File: config.mk
export PLATFORM = sky130hd
export DESIGN_NAME = row_run_segment_extractor_unit
export DESIGN_NICKNAME = d
export VERILOG_FILES = /design/src/sv/rrse_pkg.sv /design/src/sv/rrse_core.sv /design/src/sv/rrse_result_fifo.sv /design/src/sv/row_run_segment_extractor_unit.sv
export SDC_FILE = /design/constraint.sdc
export NUM_CORES = 1
export LEC_CHECK = 0
export BUFFER_PORTS_ARGS = -buffer_cell sky130_fd_sc_hd__buf_2
export CORE_ASPECT_RATIO = 1.25
export CORE_MARGIN = 5
export CORE_UTILIZATION = 50
export CTS_BUF_LIST = sky130_fd_sc_hd__clkbuf_16
export DETAILED_ROUTE_END_ITERATION = 8
export PLACE_DENSITY_LB_ADDON = 0.2
export SLEW_MARGIN = 20
export SYNTH_ARGS = -nofsm -noshare
export SYNTH_HDL_FRONTEND = slang
export SYNTH_HIERARCHICAL = 1
export SYNTH_SLANG_ARGS = --single-unit
export TNS_END_PERCENT = 20
File: constraint.sdc
create_clock -name clk -period 8.3 [get_ports clk]
set_clock_uncertainty 0.05 [all_clocks]
set_input_delay 2.49 -clock clk [delete_from_list [all_inputs] [get_ports clk]]
set_output_delay 2.49 -clock clk [all_outputs]
set_load 0.02 [all_outputs]
File: src/sv/rrse_pkg.sv
// ----------------------------------------------------------------------------
// rrse_pkg
// Shared types and constants for the row run segment extractor.
// ----------------------------------------------------------------------------
package rrse_pkg;

  // Field widths
  localparam int K_W     = 8;
  localparam int GEO_W   = 13;
  localparam int LINE_W  = 12;
  localparam int START_W = 12;
  localparam int END_W   = 13;

  // Default geometry limits
  localparam int MAX_LINE_LENGTH_DEF = 4096;
  localparam int MAX_LINES_DEF       = 4096;

  // Smallest usable line length and line count
  localparam logic [GEO_W-1:0] GEO_MIN = GEO_W'(2);

  // Register reset values
  localparam logic [K_W-1:0]   OPEN_HALF_WIDTH_RST = K_W'(2);
  localparam logic [GEO_W-1:0] MERGE_GAP_LIMIT_RST = GEO_W'(10);
  localparam logic [GEO_W-1:0] LINE_LENGTH_RST     = GEO_W'(640);
  localparam logic [GEO_W-1:0] LINE_COUNT_RST      = GEO_W'(480);

  // Result queue
  localparam int QDEPTH = 4;
  localparam int QPTR_W = $clog2(QDEPTH);
  localparam int QCNT_W = $clog2(QDEPTH + 1);

  localparam int CFG_IDX_W = 2;

  typedef enum logic [CFG_IDX_W-1:0] {
    REG_OPEN_HALF_WIDTH = 2'd0,
    REG_MERGE_GAP_LIMIT = 2'd1,
    REG_LINE_LENGTH     = 2'd2,
    REG_LINE_COUNT      = 2'd3
  } reg_index_t;

  typedef struct packed {
    logic [K_W-1:0]   open_half_width;
    logic [GEO_W-1:0] merge_gap_limit;
    logic [GEO_W-1:0] line_length;
    logic [GEO_W-1:0] line_count;
  } cfg_t;

  typedef struct packed {
    logic [LINE_W-1:0]  line_index;
    logic [START_W-1:0] seg_start;
    logic [END_W-1:0]   seg_end;
    logic               last;
  } result_t;

  // Up to two results per pixel; first is always filled before second
  typedef struct packed {
    logic    valid0;
    logic    valid1;
    result_t r0;
    result_t r1;
  } push_t;

endpackage

File: src/sv/rrse_core.sv
// ----------------------------------------------------------------------------
// rrse_core
// Pixel register, run tracking, opening filter, gap merge and line flush.
// ----------------------------------------------------------------------------
module rrse_core #(
  parameter int MAX_LINE_LENGTH = rrse_pkg::MAX_LINE_LENGTH_DEF,
  parameter int MAX_LINES       = rrse_pkg::MAX_LINES_DEF
) (
  input  logic                  clk,
  input  logic                  rst,
  input  rrse_pkg::cfg_t        cfg,
  input  logic                  in_valid,
  input  logic                  edge_bit,
  output logic                  in_stall,
  input  logic                  room,
  output rrse_pkg::push_t       push
);

  localparam int GW = rrse_pkg::GEO_W;
  localparam int GMAX = (1 << GW) - 1;
  localparam logic [GW-1:0] LEN_HI =
    (MAX_LINE_LENGTH > GMAX) ? GW'(GMAX) : GW'(MAX_LINE_LENGTH);
  localparam logic [GW-1:0] CNT_HI =
    (MAX_LINES > GMAX) ? GW'(GMAX) : GW'(MAX_LINES);

  // Pixel register
  logic px_valid;
  logic px_bit;

  // Line state
  logic [GW-1:0]                 column_count, column_count_next;
  logic [rrse_pkg::LINE_W-1:0]   line_counter, line_counter_next;
  logic                          in_run, in_run_next;
  logic [GW-1:0]                 run_begin, run_begin_next;
  logic                          pending_valid, pending_valid_next;
  logic [GW-1:0]                 pending_start, pending_start_next;
  logic [GW-1:0]                 pending_end, pending_end_next;

  logic          process;
  logic [GW-1:0] len_u, cnt_u;
  logic          last_line, forced, eol;
  logic          close, at_left, at_right, keep, merge;
  logic [GW-1:0] rb, re, rlen, gap;
  logic [GW-1:0] k1, k2;
  logic          emit_a, emit_b;
  logic          pv2;
  logic [GW-1:0] ps2, pe2;
  rrse_pkg::result_t res_a, res_b;

  assign process  = px_valid && room;
  assign in_stall = px_valid && !room;

  always_comb begin
    if (cfg.line_length < rrse_pkg::GEO_MIN) begin
      len_u = rrse_pkg::GEO_MIN;
    end else if (cfg.line_length > LEN_HI) begin
      len_u = LEN_HI;
    end else begin
      len_u = cfg.line_length;
    end
    if (cfg.line_count < rrse_pkg::GEO_MIN) begin
      cnt_u = rrse_pkg::GEO_MIN;
    end else if (cfg.line_count > CNT_HI) begin
      cnt_u = CNT_HI;
    end else begin
      cnt_u = cfg.line_count;
    end
  end

  assign last_line = {1'b0, line_counter} >= (cnt_u - GW'(1));
  assign forced    = (line_counter == '0) || last_line;
  assign eol       = column_count >= (len_u - GW'(1));

  // A run closes on a falling edge, or at line end while the pixel is set
  assign close    = (in_run && !px_bit) || (eol && px_bit);
  assign rb       = in_run ? run_begin : column_count;
  assign re       = px_bit ? (column_count + GW'(1)) : column_count;
  assign at_right = px_bit;
  assign at_left  = (rb == '0);
  assign rlen     = re - rb;
  assign k1       = GW'(cfg.open_half_width) + GW'(1);
  assign k2       = GW'({cfg.open_half_width, 1'b0}) + GW'(1);
  assign gap      = rb - pending_end;

  always_comb begin
    if (at_left && at_right) begin
      keep = 1'b1;
    end else if (at_left || at_right) begin
      keep = rlen >= k1;
    end else begin
      keep = rlen >= k2;
    end
  end

  assign merge = pending_valid && (rb >= pending_end) && (gap < cfg.merge_gap_limit);

  always_comb begin
    emit_a = 1'b0;
    pv2    = pending_valid;
    ps2    = pending_start;
    pe2    = pending_end;
    if (close && keep) begin
      if (merge) begin
        pe2 = re;
      end else begin
        emit_a = pending_valid;
        pv2    = 1'b1;
        ps2    = rb;
        pe2    = re;
      end
    end
    emit_b = eol && (forced || pv2);
  end

  always_comb begin
    res_a.line_index = line_counter;
    res_a.seg_start  = pending_start[rrse_pkg::START_W-1:0];
    res_a.seg_end    = pending_end;
    res_a.last       = !emit_b;
    res_b.line_index = line_counter;
    res_b.seg_start  = forced ? '0 : ps2[rrse_pkg::START_W-1:0];
    res_b.seg_end    = forced ? len_u : pe2;
    res_b.last       = 1'b1;
    if (forced) begin
      push.valid0 = process && eol;
      push.valid1 = 1'b0;
      push.r0     = res_b;
    end else begin
      push.valid0 = process && (emit_a || emit_b);
      push.valid1 = process && emit_a && emit_b;
      push.r0     = emit_a ? res_a : res_b;
    end
    push.r1 = res_b;
  end

  always_comb begin
    in_run_next        = px_bit && !eol && !forced;
    run_begin_next     = (px_bit && !in_run) ? column_count : run_begin;
    pending_valid_next = pv2 && !eol && !forced;
    pending_start_next = ps2;
    pending_end_next   = pe2;
    if (eol) begin
      column_count_next = '0;
      line_counter_next = last_line ? '0 : line_counter + 1'b1;
    end else begin
      column_count_next = column_count + GW'(1);
      line_counter_next = line_counter;
    end
  end

  always_ff @(posedge clk) begin
    if (rst) begin
      px_valid      <= 1'b0;
      column_count  <= '0;
      line_counter  <= '0;
      in_run        <= 1'b0;
      run_begin     <= '0;
      pending_valid <= 1'b0;
      pending_start <= '0;
      pending_end   <= '0;
    end else begin
      if (in_valid && !in_stall) begin
        px_valid <= 1'b1;
        px_bit   <= edge_bit;
      end else if (process) begin
        px_valid <= 1'b0;
      end
      if (process) begin
        column_count  <= column_count_next;
        line_counter  <= line_counter_next;
        in_run        <= in_run_next;
        run_begin     <= run_begin_next;
        pending_valid <= pending_valid_next;
        pending_start <= pending_start_next;
        pending_end   <= pending_end_next;
      end
    end
  end

endmodule

File: src/sv/rrse_result_fifo.sv
// ----------------------------------------------------------------------------
// rrse_result_fifo
// Small result queue taking up to two segments per cycle, releasing one while out_stall is low.
// ----------------------------------------------------------------------------
module rrse_result_fifo (
  input  logic                         clk,
  input  logic                         rst,
  input  rrse_pkg::push_t              push,
  output logic                         room,
  output logic                         out_valid,
  input  logic                         out_stall,
  output rrse_pkg::result_t            head
);

  localparam int PW = rrse_pkg::QPTR_W;
  localparam int CW = rrse_pkg::QCNT_W;

  rrse_pkg::result_t mem [rrse_pkg::QDEPTH];
  logic [PW-1:0] wr_ptr, rd_ptr;
  logic [CW-1:0] count, count_next;
  logic          pop;
  logic [CW-1:0] n_push;

  assign out_valid = (count != '0);
  assign head      = mem[rd_ptr];
  assign pop       = out_valid && !out_stall;
  // Keep space for a two-segment line end
  assign room      = count <= CW'(rrse_pkg::QDEPTH - 2);
  assign n_push    = CW'(push.valid0) + CW'(push.valid1);
  assign count_next = count + n_push - CW'(pop);

  always_ff @(posedge clk) begin
    if (push.valid0) begin
      mem[wr_ptr] <= push.r0;
    end
    if (push.valid1) begin
      mem[wr_ptr + PW'(1)] <= push.r1;
    end
  end

  always_ff @(posedge clk) begin
    if (rst) begin
      wr_ptr <= '0;
      rd_ptr <= '0;
      count  <= '0;
    end else begin
      wr_ptr <= wr_ptr + n_push[PW-1:0];
      if (pop) begin
        rd_ptr <= rd_ptr + PW'(1);
      end
      count <= count_next;
    end
  end

endmodule

File: src/sv/row_run_segment_extractor_unit.sv
// ----------------------------------------------------------------------------
// row_run_segment_extractor_unit
// Binary edge pixels in, opened and merged horizontal segments out.
// ----------------------------------------------------------------------------
// One pixel is taken per clock while in_stall is low. A pixel passes an input
// register and, once the queue has room, is folded into the line state; any
// segments it completes land in a four-entry result queue. A line end can
// complete two segments, which leave the queue one per cycle while the output
// is not held off; the input stalls only while the queue holds more than two
// segments, so lines of two or more pixels keep the full pixel rate when the
// output is not held off. Config writes are taken every cycle and act at
// once; write them only between frames or while the block is drained.
module row_run_segment_extractor_unit #(
  parameter int MAX_LINE_LENGTH = rrse_pkg::MAX_LINE_LENGTH_DEF,
  parameter int MAX_LINES       = rrse_pkg::MAX_LINES_DEF
) (
  input  logic                                clk,
  input  logic                                rst,
  input  logic                                cfg_valid,
  output logic                                cfg_ready,
  input  logic [rrse_pkg::CFG_IDX_W-1:0]      cfg_index,
  input  logic [rrse_pkg::GEO_W-1:0]          cfg_data,
  input  logic                                in_valid,
  output logic                                in_stall,
  input  logic                                edge_bit,
  output logic                                out_valid,
  input  logic                                out_stall,
  output logic [rrse_pkg::LINE_W-1:0]         line_index,
  output logic [rrse_pkg::START_W-1:0]        seg_start,
  output logic [rrse_pkg::END_W-1:0]          seg_end,
  output logic                                last
);

  rrse_pkg::cfg_t    cfg;
  rrse_pkg::push_t   push;
  rrse_pkg::result_t head;
  logic              room;

  assign cfg_ready = 1'b1;

  always_ff @(posedge clk) begin
    if (rst) begin
      cfg.open_half_width <= rrse_pkg::OPEN_HALF_WIDTH_RST;
      cfg.merge_gap_limit <= rrse_pkg::MERGE_GAP_LIMIT_RST;
      cfg.line_length     <= rrse_pkg::LINE_LENGTH_RST;
      cfg.line_count      <= rrse_pkg::LINE_COUNT_RST;
    end else if (cfg_valid && cfg_ready) begin
      unique case (rrse_pkg::reg_index_t'(cfg_index))
        rrse_pkg::REG_OPEN_HALF_WIDTH: begin
          cfg.open_half_width <= cfg_data[rrse_pkg::K_W-1:0];
        end
        rrse_pkg::REG_MERGE_GAP_LIMIT: cfg.merge_gap_limit <= cfg_data;
        rrse_pkg::REG_LINE_LENGTH:     cfg.line_length     <= cfg_data;
        rrse_pkg::REG_LINE_COUNT:      cfg.line_count      <= cfg_data;
        default: ;
      endcase
    end
  end

  rrse_core #(
    .MAX_LINE_LENGTH (MAX_LINE_LENGTH),
    .MAX_LINES       (MAX_LINES)
  ) u_core (
    .clk      (clk),
    .rst      (rst),
    .cfg      (cfg),
    .in_valid (in_valid),
    .edge_bit (edge_bit),
    .in_stall (in_stall),
    .room     (room),
    .push     (push)
  );

  rrse_result_fifo u_fifo (
    .clk       (clk),
    .rst       (rst),
    .push      (push),
    .room      (room),
    .out_valid (out_valid),
    .out_stall (out_stall),
    .head      (head)
  );

  assign line_index = head.line_index;
  assign seg_start  = head.seg_start;
  assign seg_end    = head.seg_end;
  assign last       = head.last;

endmodule
# Word-level counts from Yosys, hierarchy flattened
# Memories as Yosys holds them, arrays and structs flattened. A register that Yosys moved wholly into a read port is not among the register bits.
# Index checks and enable logic that the tools add are counted.
# totals
in_bits,21
memories,1
word_cells,120
ramBits,152
register_bits,121
# op_classes
n_bitwise,1
add_sub_neg,14
n_reduce_logical,45
mux,29
eq_ne,3
n_lt_le_gt_ge,11
# memory_table
memory,depth,word_bits,read_ports,rd_clocked_by_memory_dff,write_ports,line,rtl
u_fifo.mem,4,38,1,1,2,rrse_result_fifo.sv:18,rrse_pkg::result_t mem [rrse_pkg::QDEPTH];
# ops
cell,count
$mux W13,9
$ge A13 B13 Y1,4
$mux W12,4
$mux W40,1
$gt A13 B13 Y1 const B,2
$lt A13 B2 Y1 const B,2
$mux W26,1
$sub A13 B1 Y13 const B,2
$sub A13 B13 Y13,2
$logic_and A1 B1 Y1,20
$reduce_and A2 Y1,7
$add A13 B1 Y13 const B,1
$ge A12 B13 Y1,1
$logic_not A13 Y1,1
$lt A13 B13 Y1,1
$add A12 B1 Y12 const B,1
$logic_not A12 Y1,1
$mux W1,12
$add A9 B1 Y10 const B,1
$add A8 B1 Y9 const B,1
$logic_not A1 Y1,8
$logic_or A1 B1 Y1,5
$add A2 B1 Y2 const B,2
$eq A2 B2 Y1 const B,2
other kinds (11),12

# Logic depth before layout (Yosys ltp)
# depth
word_depth,17
mapped_depth,31

# By module
# The synthesis kept the hierarchy.
# by_module_without_submodules
mod,cells_each,n_inst,seq_area_each_um2,area_per_inst_um2
rrse_result_fifo,420,1,4744.6,7931.4
rrse_core,1033,1,1351.3,7543.5
row_run_segment_extractor_unit,183,1,940.9,1931.9

# Least setup slack after synthesis
# OpenSTA, ideal clock, no wires.
# synth_timing
kind,register to register
start,register u_core.in_run
end,memory u_fifo/mem[0][0] (netlist bit) (enable)
path_slack_ns,0.405
arrival_time_ns,7.359
setup_ns,0.486
period_less_slack_ns,7.895
required_time_ns,7.764
path_stages_with_launch,24
path_cell_list,dfxtp_1 > buf_6 > mux2i_2 > ha_1 > inv_1 > fa_1 > a21o_1 > a21oi_1 > o21bai_1 > a21oi_1 > o21bai_1 > a21oi_1 > nor3_1 > a311o_1 > ha_1 > nand4_1 > nor2_1 > a221o_1 > a211oi_1 > nor3_1 > nand2_1 > o221ai_1 > nand2b_1 > o21ai_0
# synth_lines
element,line,rtl
"start, declared",rrse_core.sv:33,"logic in_run, in_run_next;"
"start signal, assigned",rrse_core.sv:171,in_run <= in_run_next;
"end, declared",rrse_result_fifo.sv:18,

==> impl_metrics.env <==
export IMPL_hold_path_class="reg -> reg"
export IMPL_worstPathArrival_ns=7.92
export IMPL_die_h_microns=219
export IMPL_grt_pass1_vias=12679
export IMPL_ys_seq_area_frac=0.404
export IMPL_crit_slowest_cell="a211oi_1"
export IMPL_overflow=0
export IMPL_final_cell_mix="edfxtp_1, dfxtp_1, a21oi_1"
export IMPL_hold_buffers=0
export IMPL_drtIter0Drc=1239
export IMPL_die_w_microns=177
export IMPL_multiInputGateArea_sq_um=9480
export IMPL_synthArstFlopShare=0
export IMPL_ant_nets=0
export IMPL_final_hold_violation_count=0
export IMPL_grt_max_degree=73
export IMPL_yosys_area_share_adder=0.0681
export IMPL_cpMostUsedCell="ha_1"
export IMPL_final_common_cell="edfxtp_1"
export IMPL_diodes=0
export IMPL_final_fill_count=3017
export IMPL_postPlaceCellArea_sq_um=17900
export IMPL_final_setup_tns_ns=0
export IMPL_ctsResizeCount=0
export IMPL_cts_max_level=1
export IMPL_dp_hpwl_microns=31300
export IMPL_synth_cells=1636
export IMPL_ys_ff_latch=275
export IMPL_dr_pass1_iters=6
export IMPL_cts_buffers=28
export IMPL_avgViaCountPerCell=6.02
export IMPL_p_leak_nw=7.23
export IMPL_vias=12806
export IMPL_yosys_area_top_type="edfxtp_1"
export IMPL_outcome="finished, final reports clean"
export IMPL_grt_usage=0.231
export IMPL_setup_viol=0
export IMPL_synth_area_leaders="edfxtp_1, dfxtp_1, mux2_2"
export IMPL_synthXorXnorAreaFrac=0.0277
export IMPL_path_max_fanout=19
export IMPL_synth_top_area_share=0.264
export IMPL_num_rows=76
export IMPL_yosysWarnings=6
export IMPL_crit_path_start_kind="register"
export IMPL_clkLatencyLatePin_ns=0.55
export IMPL_critical_path_max_stage_delay_ns=0.60
export IMPL_period_share=0.911
export IMPL_reg2reg_slack_ns=0.74
export IMPL_ioPinCount=62
export IMPL_wl_per_cell_microns=21.3
export IMPL_drv_cap=0
export IMPL_muxShareOfSynthArea=0.195
export IMPL_syn_nets=1750
export IMPL_grt_first_pass_wirelength_microns=70900
export IMPL_irDropWorstVdd_mv=0.150
export IMPL_place_congestion=0.975
export IMPL_start_util=0.506
export IMPL_synth_top_family_by_area="multiplexers"
export IMPL_clock_sinks=275
export IMPL_hold_ws_ns=0.416
export IMPL_worstSetupEndpointType="register"
export IMPL_required_ns=8.66
export IMPL_coreArea_sq_um=34400
export IMPL_grt_setup_unrepaired="no"
export IMPL_fin_crit_ns=7.56
export IMPL_clkTransAtPathRegs_ns=0.07
export IMPL_yosysUniqueCellTypes=80
export IMPL_wirelength_microns=45300
export IMPL_fmax_ghz=0.132
export IMPL_clk_path_buf_depth=3
export IMPL_numPortBuffers=60
export IMPL_drc_errors=0
export IMPL_area_delta_synth_final_pct=8.39
export IMPL_slew_headroom=0.277
export IMPL_worstSetupPathType="reg -> reg"
export IMPL_postCtsSetupBuffers=0
export IMPL_netlist_area_sq_um=17400
export IMPL_layout_drive_gt1_share=0.211
export IMPL_die_area_sq_um=38700
export IMPL_syn_area_per_cell_sq_um=10.6
export IMPL_synth_main_ff_cell="edfxtp_1"
export IMPL_synth_compound_area_frac=0.125
export IMPL_area_sequential_sq_um=7040
export IMPL_synth_edf_count=153
export IMPL_grt_antenna_before_repair=0
export IMPL_powerDensity_nw_per_um2=181
export IMPL_drv_slew=0
export IMPL_synth_simple_area_share=0.125
export IMPL_layout_nets=1754
export IMPL_cts_tree="built"
export IMPL_cts_root_buf="clkbuf_16"
export IMPL_design_area_sq_um=18900
export IMPL_timing_worst_slew_pin_value_ns=1.09
## flip-flops by register name, indices dropped and copies added, names as in the netlist, named ones only
register,flops
cfg,47
u_core/at_right,1
u_core/column_count,13
u_core/in_run,1
u_core/line_counter,12
u_core/pending_end,13
u_core/pending_start,12
u_core/pending_valid,1
u_core/px_valid,1
u_core/run_begin,13
u_fifo/count,3
u_fifo/mem,152
u_fifo/rd_ptr,2
u_fifo/wr_ptr,2
## cell families after synthesis
family,Yosys count
xor gates and xnor gates,55
buffers and inverters,199
muxes,254
AOI/OAI and AO/OA,330
other,2
adders and majority gates,93
and+or+nand+nor,428
DFF,275
## routing by layer
metal | part of all wire | GRT usage | vias to the layer above | wire length [microns]
li1 | - | - | 6075 | -
met1 | 0.41 | 0.294 | 6196 | 18400
met2 | 0.49 | 0.400 | 434 | 22300
met3 | 0.065 | 0.0325 | 101 | 2940
met4 | 0.038 | 0.0844 | 0 | 1730
met5 | 0 | 0 | - | 0
## cell usage after synthesis (all sizes together) (14+ instances only)
library cell / number
nor3: 29
xnor2: 29
mux4: 38
buf: 61
nand3: 34
mux2: 155
mux2i: 61
a21oi: 118
xor2: 26
o21ai: 47
a21o: 24
inv: 85
o211ai: 25
clkbuf: 52
nor2: 86
a211oi: 36
a311oi: 14
edfxtp: 153
nand4: 36
nand2: 108
dfxtp: 122
nand2b: 68
ha: 90
## worst paths after layout
| path | startpoint | endpoint | cells past startpoint |
|---|---|---|---|
| hold / removal | u_core/run_begin[2] | u_core/run_begin[2] | 2 |
| setup reg to reg | u_core/in_run | u_fifo/count[2] | 31 |
| hold reg to reg | u_core/run_begin[2] | u_core/run_begin[2] | 2 |
| setup / recovery | u_core/in_run | u_fifo/count[2] | 31 |
## critical path, delay by kind of cell, from the launching register on
kind | cells | cell delay, ns
AND/OR/NAND/NOR | 4 | 0.51
XOR/XNOR | 2 | 0.35
buffers and inverters | 6 | 0.82
multiplexers | 1 | 0.40
flip-flops | 1 | 0.41
AO/OA/AOI/OAI | 12 | 3.03
adder cells (fa/ha/maj) | 6 | 1.87
## area by class of cell
class | instances | share of cell area
clock buffer | 30 | 0.0398
clock inverter | 21 | 0.00948
inverter | 86 | 0.0171
multi-input combinational | 1162 | 0.503
sequential | 275 | 0.373
tap | 468 | 0.0310
timing repair buffer | 87 | 0.0268
## report_power, final
part / switching [mW] / leakage (nW) / internal, mW / total [mW]
logic: 0.396 / 4.45 / 0.261 / 0.657
registers: 0.0336 / 2.31 / 1.45 / 1.48
clock network: 0.535 / 0.475 / 0.743 / 1.28
total: 0.964 / 7.23 / 2.45 / 3.42
## through the flow
| step | power, mW | std cells | utilization | worst slack [ns] |
|---|---|---|---|---|
| floorplan | 2.00 | 1636 | - | 0.405 |
| global placement | 2.15 | 2078 | 0.521 | 1.09 |
| detailed placement | 2.16 | 2078 | 0.521 | 0.897 |
| CTS | 3.44 | 2129 | 0.548 | 0.825 |
| global route | 3.56 | 2129 | 0.548 | 0.263 |
| finish | 3.42 | 2129 | 0.548 | 0.739 |
Note: power is estimated with default switching activity, not from simulation.
